File: src/sv/afma_pkg.sv
// ---------------------------------------------------------------------------
// afma_pkg
// Types and constants of the angular Fourier mode accumulator.
// ---------------------------------------------------------------------------
package afma_pkg;

    localparam int MODES_DEF   = 9;
    localparam int QUEUE_DEPTH = 2;
    localparam int DW          = 32;
    localparam int ACC_W       = 56;
    localparam int MUL_A_W     = 35;
    localparam int MUL_B_W     = 34;
    localparam int PROD_W      = 68;
    localparam int TERM_W      = 38;

    localparam logic [31:0] SCALE_RESET = 32'd1367130551;

    typedef enum logic [1:0] {
        CFG_CENTER_Y = 2'd0,
        CFG_CENTER_Z = 2'd1,
        CFG_SCALE    = 2'd2
    } cfg_idx_t;

    typedef struct packed {
        logic signed [32:0] dy;
        logic signed [32:0] dz;
        logic               at_center;
        logic [31:0]        tag;
        logic               last;
    } point_t;

    typedef struct packed {
        logic not_empty;
        logic not_full;
    } q_stat_t;

    typedef enum logic [3:0] {
        ST_IDLE,
        ST_SQ_A,
        ST_SQ_B,
        ST_SQ_SUM,
        ST_ROOT,
        ST_DIV_C,
        ST_DIV_S,
        ST_MODE,
        ST_EMIT
    } back_state_t;

endpackage

File: src/sv/afma_queue.sv
// ---------------------------------------------------------------------------
// afma_queue
// Short FIFO of classified points between front and back.
// ---------------------------------------------------------------------------
module afma_queue #(
    parameter int DEPTH = afma_pkg::QUEUE_DEPTH
) (
    input  logic              aclk,
    input  logic              aresetn,
    input  logic              push,
    input  afma_pkg::point_t  push_data,
    input  logic              pop,
    output afma_pkg::point_t  pop_data,
    output afma_pkg::q_stat_t q_stat
);
    import afma_pkg::*;

    localparam int PW = (DEPTH > 1) ? $clog2(DEPTH) : 1;
    localparam int CW = $clog2(DEPTH + 1);

    point_t          entry_reg [DEPTH];
    logic [PW-1:0]   wr_ptr_reg, wr_ptr_next;
    logic [PW-1:0]   rd_ptr_reg, rd_ptr_next;
    logic [CW-1:0]   count_reg, count_next;
    logic            do_push, do_pop;

    assign q_stat.not_empty = (count_reg != '0);
    assign q_stat.not_full  = (count_reg != CW'(DEPTH));
    assign do_push = push && q_stat.not_full;
    assign do_pop  = pop && q_stat.not_empty;
    assign pop_data = entry_reg[rd_ptr_reg];

    always_comb begin
        wr_ptr_next = wr_ptr_reg;
        rd_ptr_next = rd_ptr_reg;
        count_next  = count_reg;
        if (do_push) begin
            wr_ptr_next = (wr_ptr_reg == PW'(DEPTH - 1)) ? '0 : wr_ptr_reg + 1'b1;
        end
        if (do_pop) begin
            rd_ptr_next = (rd_ptr_reg == PW'(DEPTH - 1)) ? '0 : rd_ptr_reg + 1'b1;
        end
        if (do_push && !do_pop) begin
            count_next = count_reg + 1'b1;
        end else if (do_pop && !do_push) begin
            count_next = count_reg - 1'b1;
        end
    end

    always_ff @(posedge aclk) begin
        if (!aresetn) begin
            wr_ptr_reg <= '0;
            rd_ptr_reg <= '0;
            count_reg  <= '0;
        end else begin
            wr_ptr_reg <= wr_ptr_next;
            rd_ptr_reg <= rd_ptr_next;
            count_reg  <= count_next;
        end
    end

    always_ff @(posedge aclk) begin
        if (do_push) begin
            entry_reg[wr_ptr_reg] <= push_data;
        end
    end

endmodule

File: config.mk
export PLATFORM = sky130hd
export DESIGN_NAME = afma_queue
export DESIGN_NICKNAME = d
export VERILOG_FILES = /design/src/sv/afma_pkg.sv /design/src/sv/afma_queue.sv
export SDC_FILE = /design/constraint.sdc
export NUM_CORES = 1
export LEC_CHECK = 0
export BUFFER_PORTS_ARGS = -buffer_cell sky130_fd_sc_hd__buf_4
export CAP_MARGIN = 20
export CELL_PAD_IN_SITES_DETAIL_PLACEMENT = 0
export CELL_PAD_IN_SITES_GLOBAL_PLACEMENT = 1
export CORE_UTILIZATION = 32
export CTS_CLUSTER_DIAMETER = 200
export CTS_CLUSTER_SIZE = 10
export DETAILED_ROUTE_END_ITERATION = 16
export PLACE_DENSITY_LB_ADDON = 0.1
export SETUP_SLACK_MARGIN = 0.1
export SLEW_MARGIN = 20
export SYNTH_ARGS = -nofsm -noshare
export SYNTH_HDL_FRONTEND = slang
export SYNTH_SLANG_ARGS = --single-unit
File: constraint.sdc
create_clock -name aclk -period 3.23 [get_ports aclk]
set_clock_uncertainty 0.1 [all_clocks]
set_input_delay 0.323 -clock aclk [delete_from_list [all_inputs] [get_ports aclk]]
set_output_delay 0.323 -clock aclk [all_outputs]
set_load 0.005 [all_outputs]
### Word level (Yosys, flattened, before mapping)

Memories as Yosys holds them, arrays and structs flattened. A register that Yosys moved wholly into a read port is not among the register bits.
Index checks and enable logic that the tools add are counted.

* bits in registers: 4
* RAM bits: 200
* input port bits: 104
* output and inout bits: 102
* logic and storage cells: 25
* memories: 1

* $add $sub $neg: 4
* equality and inequality tests: 1
* muxes and demuxes: 8
* reductions and logical operators: 8

Memory list
* entry_reg: depth 2, bits a word 100, read ports 1, clocked after memory_dff 1, write ports 1, RTL line afma_queue.sv:21 `point_t entry_reg [DEPTH];`

Operators with widths (number)
* 1-bit two-way mux: 6
* 1-bit logical AND: 4
* 2-bit two-way mux: 2
* 2-bit nonzero test: 2
* 1-bit adder (second input constant): 2
* 2-bit by 1-bit adder with 2-bit output (second input constant): 1
* 1-bit zero test: 2
* 2-bit inequality test (second input constant): 1
* 2-bit by 1-bit subtractor with 2-bit output (second input constant): 1

### Logic depth before layout (Yosys ltp)

* depth after elaboration: 6
* mapped depth: 6
* depth with buffers taken out: 6

### Least setup slack after synthesis

No wires, ideal clock.

* path kind: reg2reg
* from: register count_reg[0]
* to: memory entry_reg[1][0] in the netlist's numbering (enable)
* setup time: 471 ps
* arrival: 2920 ps
* path slack: -260 ps
* stages on the path, launching flop included: 3
* path buffers: 0
* clock period less this slack: 3490 ps
* path through: dfxtp_1 > nand2b_4 > and3_1

RTL lines
* start, declared: RTL line afma_queue.sv:24 `logic [CW-1:0] count_reg, count_next;`
* start signal, assigned: RTL line afma_queue.sv:58 `count_reg <= count_next;`
* end, declared: RTL line afma_queue.sv:21

==> impl_metrics.yaml <==
final_layout:
  drive_gt1_frac: 0.5112
  syn_to_final_growth_pct: 48.00
  fin_util: 0.4858
  final_cells: 957
  largest_reg_flops: 200
  finalNetCount: 767
clock_network:
  h-tree-depth: 1
  clk_path_buf_depth: 3
  cts_sinks: 205
  cts_root_buf: "clkbuf_16"
  cts_resized: 0
  cts_tree: "done"
  clk_latency_ns: 0.50
  numCtsBuffers: 24
  post_cts_buffers: 0
  cts.clk_slew.worst_paths_ns: 0.05
detailed_routing:
  drt_iter0_drc: 143
  wl_mm: 15.50
  viasPerCell: 4.390
  final_antenna_net_count: 0
  firstDrtPassIters: 6
  num_vias: 4201
  drc: 0
  wire_per_inst_um: 16.19
floorplanning:
  io_pins: 206
  start_util: 0.3283
  core_region_area_um2: 22710
  fp.dieW_um: 154.6
  fp.dieArea_um2: 23910
  die_h_um: 154.6
  core.rowCount: 55
grt:
  grt_pass1_vias: 4478
  grt-ovfl-total: 0
  gr-usage-all-layers: 0.1276
  grt_max_degree: 54
  grt_first_pass_wirelength_mm: 23.45
  grt_antenna_before_repair: 1
synth:
  syn_area_per_cell_um2: 22.25
  yosysSeqAreaShare: 0.8191
  yosysWarningCount: 0
  synth_nets: 440
  synth.distinct_cells: 20
  synth.ff_latch_count: 205
  syn_inst: 335
  syn_area_um2: 7455
setup_path:
  crit_required_ns: 2.81
  slowest_stage: "dfxtp_4"
  cp.arrival_ns: 2.15
  worstPathCellList: "buf_12, mux2_2, buf_4"
  critical_path.startpoint_type: "flip-flop"
  r2r_slack_ns: 1.20
  crit_path_end_kind: "primary output"
  critPathKind: "reg2out"
  cpPeakStageDelay_ns: 0.75
  worstPathMaxFanout: 43
sta:
  grt_setup_unrepaired: "no"
  fin_setup_tns_ns: 0
  fmax_ghz: 0.3893
  min_period_over_period: 0.7953
  tightest_slew_ns: 0.7507
  slew_headroom: 0.4995
  hold_violations: 0
  setup_viol: 0
  slew_viol_final: 0
  layout_min_cycle_time_ns: 2.569
power_and_ir_drop:
  leakage_nw: 4.092
  power_density_nw_per_um2: 697.7
  ir_drop_v: 0.0004718
  finalPower_mw: 7.698
min_path:
  hp-class: "in2reg"
placement:
  dpl.cell_count: 820
  port_buffers: 205
  place_congestion: 0.7120
  dp.final_hpwl_mm: 9.595
run:
  max-cap-violations: 0
outcome:
  status: "complete, no violations"
layer usage:
metal  global-route usage  wire length, um
met1               0.1424             5972
met4              0.04762              490
met2               0.2284             8040
met3              0.03867              992
met5                    0                0
critical path: cells and delay by family (launching register included):
kind | cells | cell delay, ns
mux | 1 | 0.40
flops | 1 | 0.75
buf+inv | 2 | 0.48
kinds of logic after synthesis:
family | Yosys count | synth area share
xor+xnor | 3 | 0.003525
flops | 205 | 0.8191
fa+ha+maj | 1 | 0.001678
compound gates | 5 | 0.004699
simple gates | 9 | 0.008729
mux | 100 | 0.1511
buf+inv | 12 | 0.01124
where the power goes:
group	leakage (nW)	internal (mW)	switching, mW
Sequential	1.91	3.33	0.155
Clock	0.319	1.39	0.952
Combinational	1.86	1.12	0.751
layout by cell type, fill, tap and decap left out:
cell type / synthesis / final
buf_4: 10 / 209
edfxtp_1: 200 / 200
dlygate4sd3_1: 0 / 101
mux2_2: 100 / 100
clkbuf_16: 0 / 25
clkbuf_1: 0 / 9
and2_1: 4 / 4
dfxtp_1: 5 / 4
xnor2_1: 2 / 2
clkinvlp_4: 0 / 2
buf_12: 0 / 2
diode_2: 0 / 1
nand2b_4: 1 / 1
or2_2: 1 / 1
o21ai_1: 1 / 1
and3_4: 0 / 1
nand3b_1: 1 / 1
a21bo_2: 1 / 1
a21boi_0: 1 / 1
xor2_1: 1 / 1
o21ai_0: 1 / 1
or3_1: 1 / 1
a21boi_1: 1 / 1
ha_1: 1 / 1
dfxtp_4: 0 / 1
cells in the mapped netlist:
master,instances,area [um^2]
ha_1,1,12.51
o21ai_0,1,5.000
xnor2_1,2,17.52
edfxtp_1,200,6006
mux2_2,100,1126
o21ai_1,1,5.000
nand2b_4,1,13.76
buf_2,1,5.000
and2_1,4,25.02
dfxtp_1,5,100.1
inv_1,1,3.750
nand3b_1,1,7.510
xor2_1,1,8.760
a21boi_0,1,7.510
and3_1,1,6.260
or3_1,1,6.260
or2_2,1,6.260
a21bo_2,1,10.01
buf_4,10,75.07
a21boi_1,1,7.510
cell type report:
type	instances	area, um^2
antenna	1	2.502
clock buffer	34	659.4
clock inverter	1	7.507
fill	1963	11680
inverter	1	7.507
multi-input combinational	118	1270
sequential	205	6110
tap	285	356.6
timing repair buffer	312	2620
worst paths after layout:
path                                         end  cells after the start         start
worst max register to register  entry_reg[1][19]                      3  count_reg[0]
worst min register to register      count_reg[1]                      2  count_reg[1]
worst max-delay path                pop_data[67]                      3     flip-flop
worst min-delay path                  wr_ptr_reg                      3          push
per-stage QoR:
| stage | hold WS, ns | area [um^2] | worst slack, ns |
|---|---|---|---|
| finish | 0.04117 | 11030 | 0.6611 |
| global route | 0.04561 | 11030 | 0.5022 |
| CTS | 0.01423 | 11030 | 0.5736 |
| detailed placement | 0.4103 | 9353 | 1.124 |
| global placement | 0.4074 | 9353 | 1.122 |
| floorplan | 0.3219 | 7460 | 0.6307 |
what timing repair did:
| action | in CTS | in global routing |
|---|---|---|
| setup endpoints to repair | 0 | 0 |
| hold buffers | 101 | 0 |
| hold endpoints to repair | 205 | 0 |
Note: power is estimated with default switching activity, not from simulation.
