--- src/sv/afma_pkg.sv ---
// ---------------------------------------------------------------------------
// afma_pkg
// Types and constants of the angular Fourier mode accumulator.
// ---------------------------------------------------------------------------
package afma_pkg;

    localparam int MODES_DEF   = 9;
    localparam int QUEUE_DEPTH = 2;
    localparam int DW          = 32;
    localparam int ACC_W       = 56;
    localparam int MUL_A_W     = 35;
    localparam int MUL_B_W     = 34;
    localparam int PROD_W      = 68;
    localparam int TERM_W      = 38;

    localparam logic [31:0] SCALE_RESET = 32'd1367130551;

    typedef enum logic [1:0] {
        CFG_CENTER_Y = 2'd0,
        CFG_CENTER_Z = 2'd1,
        CFG_SCALE    = 2'd2
    } cfg_idx_t;

    typedef struct packed {
        logic signed [32:0] dy;
        logic signed [32:0] dz;
        logic               at_center;
        logic [31:0]        tag;
        logic               last;
    } point_t;

    typedef struct packed {
        logic not_empty;
        logic not_full;
    } q_stat_t;

    typedef enum logic [3:0] {
        ST_IDLE,
        ST_SQ_A,
        ST_SQ_B,
        ST_SQ_SUM,
        ST_ROOT,
        ST_DIV_C,
        ST_DIV_S,
        ST_MODE,
        ST_EMIT
    } back_state_t;

endpackage

--- src/sv/afma_front.sv ---
// ---------------------------------------------------------------------------
// afma_front
// Accepts points, subtracts the center and flags points at the center.
// ---------------------------------------------------------------------------
module afma_front (
    input  logic                  s_valid,
    output logic                  s_ready,
    input  logic signed [31:0]    s_pos_y,
    input  logic signed [31:0]    s_pos_z,
    input  logic [31:0]           s_frame_tag,
    input  logic                  s_last_point,
    input  logic signed [31:0]    center_y,
    input  logic signed [31:0]    center_z,
    input  afma_pkg::q_stat_t     q_stat,
    output logic                  push,
    output afma_pkg::point_t      push_data
);
    import afma_pkg::*;

    logic signed [32:0] dy;
    logic signed [32:0] dz;

    assign dy = 33'(s_pos_y) - 33'(center_y);
    assign dz = 33'(s_pos_z) - 33'(center_z);

    assign s_ready = q_stat.not_full;
    assign push    = s_valid && q_stat.not_full;

    always_comb begin
        push_data.dy        = dy;
        push_data.dz        = dz;
        push_data.at_center = (dy == 33'sd0) && (dz == 33'sd0);
        push_data.tag       = s_frame_tag;
        push_data.last      = s_last_point;
    end

endmodule

--- config.mk ---
export PLATFORM = sky130hd
export DESIGN_NAME = afma_front
export DESIGN_NICKNAME = d
export VERILOG_FILES = /design/src/sv/afma_pkg.sv /design/src/sv/afma_front.sv
export SDC_FILE = /design/constraint.sdc
export NUM_CORES = 1
export LEC_CHECK = 0
export BUFFER_PORTS_ARGS = -buffer_cell sky130_fd_sc_hd__buf_2
export CAP_MARGIN = 20
export CORE_ASPECT_RATIO = 0.5
export CORE_MARGIN = 4
export CORE_UTILIZATION = 42
export DETAILED_ROUTE_END_ITERATION = 7
export PLACE_DENSITY_LB_ADDON = 0.25
export SLEW_MARGIN = 30
export SYNTH_ARGS = -nofsm -noshare
export SYNTH_HDL_FRONTEND = slang
export SYNTH_SLANG_ARGS = --single-unit
export TNS_END_PERCENT = 30
--- constraint.sdc ---
create_clock -name vclk -period 7.4
set_clock_uncertainty 0.05 [all_clocks]
set_input_delay 2.22 -clock vclk [all_inputs]
set_output_delay 2.22 -clock vclk [all_outputs]
set_load 0.005 [all_outputs]
**After elaboration in Yosys (flattened, before gate mapping)**

Cells that the tools add are included.

- Register bits after elaboration: 0
- Input bits: 164
- Logic and storage cells: 6

- Add/subtract/negate cells: 2
- Reduce and logical (&&, ||, !) cells: 4

Operators by type and width:

| operator | count |
|---|---|
| 33-bit logical NOT | 2 |
| 32-bit by 32-bit subtractor with 33-bit output | 2 |
| 1-bit logical AND | 2 |

**Logic depth before layout (Yosys ltp)**

Gate-level depths: netlist of the first run.

- Word-level depth: 3
- Depth in mapped cells: 13
- Gate-level depth less buffers: 13

**Least setup slack after synthesis of the first run**

Ideal clock, no wire load.

- Path type: input -> output
- Start point: input s_pos_z[0]
- End point: output push_data[33] (netlist name)
- Arrival: 5.472 ns
- Required time: 5.130 ns
- Slack: -0.342 ns
- Stages on the path: 13
- Path buffers: 0
- Path through: inv_1 ha_1 fa_1 nand2b_1 a211o_1 a21bo_2 a21oi_1 o21a_1 o2111a_1 nand4bb_1 or4_1 or4b_1 nor4_2

RTL lines:

| item | line | RTL |
|---|---|---|
| from (decl) | afma_front.sv:9 | `input logic signed [31:0] s_pos_z,` |
| to (decl) | afma_front.sv:16 | `output afma_pkg::point_t push_data` |

==> results of run 1 <==
routing by layer:
metal | wire length (um) | share of wire | GRT usage
met4 | 218 | 0.013 | 0.0311
met5 | 0 | 0 | 0
met3 | 1020 | 0.059 | 0.0215
met1 | 7500 | 0.44 | 0.328
met2 | 8500 | 0.49 | 0.475
stage by stage:
step / setup slack (ns) / util
floorplan: -0.190 / -
global placement: -0.722 / 0.670
detailed placement: -0.826 / 0.670
CTS: -0.672 / 0.683
global route: -0.724 / 0.698
finish: -0.625 / 0.698
power by group through the flow:
stage / sequential (uW) / combinational [uW] / clock, uW
2_1_floorplan: 0 / 342 / 0
3_3_place_gp: 0 / 694 / 0
3_5_place_dp: 0 / 704 / 0
4_1_cts: 0 / 720 / 0
5_1_grt: 0 / 808 / 0
6_report: 0 / 739 / 0
worst max path at each step:
stage / startpoint / depth (start not counted) / to / slack [ns]
5_1_grt: s_pos_z[0] / 17 / push_data[33] / -0.72
4_1_cts: s_pos_y[0] / 16 / push_data[33] / -0.67
6_report: s_pos_z[0] / 16 / push_data[33] / -0.62
2_1_floorplan: center_z[6] / 13 / push_data[33] / -0.19
3_3_place_gp: s_pos_z[0] / 15 / push_data[33] / -0.72
3_5_place_dp: s_pos_z[0] / 15 / push_data[33] / -0.83
worst max-delay path: cells and delay by family:
| kind | cells | cell delay, ns |
|---|---|---|
| buf+inv | 4 | 0.39 |
| compound gates | 5 | 1.15 |
| simple gates | 5 | 1.50 |
| fa+ha+maj | 2 | 0.49 |
cells by family after synthesis:
family	Yosys count	synth area share
buffers and inverters	139	0.149
adders and majority gates	66	0.190
muxes	2	0.00480
AOI/OAI and AO/OA	214	0.317
xor gates and xnor gates	45	0.0889
and+or+nand+nor	217	0.251
layout by cell type (no fill, tap or decap), types with 7 or more instances in the layout:
cell type / instances
buf_4: 211
buf_2: 197
inv_1: 87
a21oi_1: 67
ha_1: 60
nand2_1: 58
nor2_1: 55
o21ai_0: 31
xnor2_1: 30
a21o_1: 15
xor2_1: 15
nand3_1: 13
o211ai_1: 12
nand4_1: 12
o21a_1: 11
a211oi_1: 10
nor3_1: 10
nand2b_1: 8
o21bai_1: 7
and2_1: 7
what timing repair did:
item	in CTS	in global routing
pin swaps	20	21
setup buffers	1	3
setup endpoints to repair	2	4
cloned	0	0
resized for setup	22	27
area by class of cell:
type,count,area [sq um],area share
tap,140,175,0.0245
inverter,90,340,0.0476
timing repair buffer,413,2640,0.369
multi-input combinational,544,3990,0.559
Yosys cell counts, types with 10 or more instances:
cell type	count	area, sq um
inv_1	90	338
clkbuf_1	12	45.0
o21a_1	11	82.6
nand2_1	58	218
xor2_1	15	131
buf_4	35	263
a21oi_1	73	365
nand3_1	13	65.1
a21o_1	15	113
o211ai_1	12	90.1
xnor2_1	30	263
nor2_1	55	206
nand4_1	12	75.1
ha_1	64	801
nand2b_1	10	62.6
nor3_1	12	60.1
o21ai_0	35	175
a211oi_1	14	105
==> results_dict.tcl, run 1 <==
set metrics [dict create \
    outcome "finished, violations left" \
    failed_checks "setup timing" \
    ys_seq_area_frac 0 \
    regArea_sq_um 0 \
    num-nets-final 1279 \
    holdPathStages 0 \
    worstPathMaxFanout 4 \
    io_pins 266 \
    antenna_found_initial 0 \
    drtIter0Drc 397 \
    path_cells "buf_8 > inv_4 > ha_4 > fa_2 > nand2b_4 > a211o_1 > a21bo_4 > buf_12 > a21oi_4 > o21a_1 > o2111a_1 > nand4bb_1 > or4_4 > or4b_4 > nor4_4 > buf_2" \
    instances_no_fill 1187 \
    dp.cells 1183 \
    syn_area_per_cell_sq_um 6.49 \
    power.switching_uw 349 \
    synthesis.area_sq_mm 0.00443 \
    finalHoldViolCount 0 \
    p_int_uw 390 \
    area_delta_synth_final_pct 61.2 \
    pwr-share-clk 0 \
    relSlewSlack 0.681 \
    endpoint_kind "output port" \
    die_w_um 153 \
    ys_warn_count 0 \
    postPlaceCellArea_sq_mm 0.00687 \
    grt_max_degree 11 \
    combinationalPowerShare 1.000 \
    start_kind "primary input" \
    crit_slowest_cell "or4_4" \
    cap_violations 0 \
    wirelength_um 17200 \
    grt_pass1_vias 5940 \
    syn_inst 683 \
    fin_ws_ns -0.625 \
    critPathMaxStageDelay_ns 0.57 \
    port_buffers 199 \
    grt_pass1_wl_um 27000 \
    layout-drive-gt1-share 0.441 \
    vias 6276 \
    dieArea_sq_mm 0.0124 \
    cellLeakagePower_uw 0.00389 \
    antennaDiodeCount 0 \
    drtPass1Iterations 5 \
    p_total_uw 739 \
    clkbuf_count 0 \
    holdCritPathClass "primary input to output port" \
    finalSetupViolCount 1 \
    fp.dieH_um 80.6 \
    p_per_area_mw_per_mm2 103 \
    syn_nets 913 \
    fill_cells 906 \
    overflow 0 \
    hold_buffers 0 \
    fmax_mhz 125 \
    worst_pin_slew_ns 0.473 \
    gp_congestion 0.941 \
    path_class "primary input to output port" \
    drt_drc_violations_left 0 \
    sw_frac_of_total 0.472 \
    grt.total_usage 0.254 \
    layout_min_cycle_time_ns 8.02 \
    worst-endpoint-required_ns 5.13 \
    drtAntennaViolNets 0 \
    fin_tns_setup_ns -0.625 \
    hp-start "s_frame_tag[10]" \
    start_util 0.433 \
    dp_hpwl_um 14800 \
    fin_crit_sh 1.08 \
    vias_per_cell 5.29 \
    seq_cell_count 0 \
    rows 26 \
    seqPwrFrac 0 \
    hold_end "push_data[11]" \
    drv_slew 0 \
    irDropWorstVdd_v 0.0000653 \
    holdWs_ns 4.39 \
    yosysUniqueCellTypes 70 \
    core_area_sq_mm 0.0102 \
    cp.arrival_ns 5.75 \
    rsz0062_at_grt "yes" \
    stdcell_area_sq_mm 0.00715 \
    wl_per_cell_um 14.5 \
]
No activity file was read; power rests on OpenSTA's default activity.
==> inputs of run 2 (changes only) <==
ABC_AREA = 1   (was default)
CORE_UTILIZATION = 46   (was 42)
REMOVE_ABC_BUFFERS = 1   (was default)
==> run 2 against run 1 <==
Effect of this change: the flow now finishes without violations; worst setup slack better by 1.2 ns; sequential cell count unchanged; area after synthesis up 33%; critical endpoint unchanged; combinational power down 21%; routed wire length up 15%; highest routed layer unchanged; first-iteration DRC count up 1.3%; core utilization down 14 points; critical path depth up 2; synthesized cell count up 83%.
==> results_dict.tcl, run 2 <==
set metrics [dict create \
    dieArea_sq_mm 0.0148 \
    ys_warn_count 0 \
    synth_area_leaders "nand2_1 31%, inv_1 20%, ha_1 14%, nor2_1 6.6%, nand3_1 6.5%" \
    fmax_mhz 147 \
    start_kind "primary input" \
    hp-start "s_frame_tag[9]" \
    pwr-share-clk 0 \
    synthMostInstantiatedCell "nand2_1" \
    layout_min_cycle_time_ns 6.79 \
    io_pins 266 \
    instances_no_fill 1582 \
    antenna_found_initial 0 \
    start_util 0.485 \
    gp_congestion 0.966 \
    ys_seq_area_frac 0 \
    dp_hpwl_um 18000 \
    regArea_sq_um 0 \
    worst-endpoint-required_ns 5.13 \
    sw_frac_of_total 0.628 \
    vias 7563 \
    core_area_sq_mm 0.0122 \
    hold_buffers 0 \
    cellLeakagePower_uw 0.00480 \
    dp.cells 1582 \
    path_class "primary input to output port" \
    crit_slowest_cell "fa_1" \
    fin_crit_sh 0.918 \
    finalHoldViolCount 0 \
    cts_resized 0 \
    drt_drc_violations_left 0 \
    port_buffers 199 \
    synthesis.area_sq_mm 0.00589 \
    grt_max_degree 7 \
    rsz0062_at_grt "no" \
    endpoint_kind "output port" \
    irDropWorstVdd_v 0.0000417 \
    finalSetupViolCount 0 \
    seqPwrFrac 0 \
    wirelength_um 19800 \
    cap_violations 0 \
    crit_top_cell "nand2_1" \
    die_w_um 168 \
    rows 28 \
    num-nets-final 1649 \
    most-common-layout-cells "489 x nand2_1, 321 x inv_1, 199 x buf_2" \
    power.switching_uw 365 \
    holdWs_ns 4.39 \
    layout-drive-gt1-share 0.168 \
    outcome "complete, no violations" \
    area_delta_synth_final_pct 16.1 \
    cp.arrival_ns 4.52 \
    holdCritPathClass "primary input to output port" \
    vias_per_cell 4.78 \
    p_per_area_mw_per_mm2 85.0 \
    overflow 0 \
    combinationalPowerShare 1.000 \
    seq_cell_count 0 \
    relSlewSlack 0.758 \
    grt_pass1_wl_um 31400 \
    clkbuf_count 0 \
    fp.dieH_um 88.0 \
    layout_commonest_cell "nand2_1" \
    drtAntennaViolNets 0 \
    grt_pass1_vias 6925 \
    worstPathMaxFanout 4 \
    syn_area_per_cell_sq_um 4.70 \
    fin_tns_setup_ns 0 \
    startpoint "s_pos_y[0]" \
    antennaDiodeCount 0 \
    grt.total_usage 0.254 \
    synth_common_cells "489 x nand2_1, 321 x inv_1, 104 x nor2_1" \
    yosys.area.top_type_share 0.312 \
    syn_inst 1252 \
    yosysUniqueCellTypes 27 \
    wl_per_cell_um 12.5 \
    path_cells "buf_2 > inv_1 > ha_1 > fa_1 > inv_1 > nand3_1 > nand2_1 > nand2_1 > nand2_1 > nand3_1 > nand4_1 > nand2_1 > nor2_1 > nand2_1 > nor2_1 > nand3_1 > nor2_1 > buf_2" \
    critical_path.top_delay_family "simple AND/OR/NAND/NOR gates" \
    p_int_uw 216 \
    drtPass1Iterations 5 \
    multi_input_area_sq_mm 0.00441 \
    path_buf_inv 4 \
    critPathMaxStageDelay_ns 0.41 \
    worst_pin_slew_ns 0.361 \
    fill_cells 1400 \
    drv_slew 0 \
    synth_top_cell_by_area "nand2_1" \
    drtIter0Drc 402 \
    cts_setup_buffers 0 \
]
run 2: cell types whose count changed after synthesis, moves of 28 or more:
cell | previous run | this run
inv_1 | 90 | 321
nand2_1 | 58 | 489
nand3_1 | 13 | 77
nor2_1 | 55 | 104
o21ai_0 | 35 | 7
run 2: final timing paths:
path	endpoint	slack [ns]	depth (start not counted)
setup / recovery	push_data[33]	0.61	18
hold / removal	push_data[10]	4.39	0
run 2: cell families after synthesis:
family,synth area share
AO/OA/AOI/OAI,0.0614
XOR/XNOR,0.00446
adder cells (fa/ha/maj),0.143
buffers and inverters,0.252
AND/OR/NAND/NOR,0.540
run 2: area by class of cell:
type               instances  share of cell area
multi-input cells        891               0.645
repair buffers           199               0.146
well taps                165              0.0302
inverters                327               0.180
run 2: metal layers:
layer  vias to the layer above  GRT usage  part of all wire
li1                       4050          -                 -
met1                      3250      0.351              0.48
met2                       251      0.426              0.41
met3                        12     0.0509             0.094
met4                         0     0.0228            0.0086
met5                         -    0.00932                 0
run 2: power by group through the flow:
stage | clock network, uW | registers [uW] | logic, uW
after floorplan | 0 | 0 | 371
after global placement | 0 | 0 | 569
after detailed placement | 0 | 0 | 576
after CTS | 0 | 0 | 578
after global routing | 0 | 0 | 660
final | 0 | 0 | 581
run 2: metrics by stage:
step | power (uW) | setup slack, ns | instance area [sq um] | utilization
5_1_grt | 660 | 0.362 | 6840 | 0.562
6_report | 581 | 0.606 | 6840 | 0.562
3_3_place_gp | 569 | 0.626 | 6840 | 0.562
3_5_place_dp | 576 | 0.593 | 6840 | 0.562
4_1_cts | 578 | 0.586 | 6840 | 0.562
2_1_floorplan | 371 | 1.15 | 5640 | -
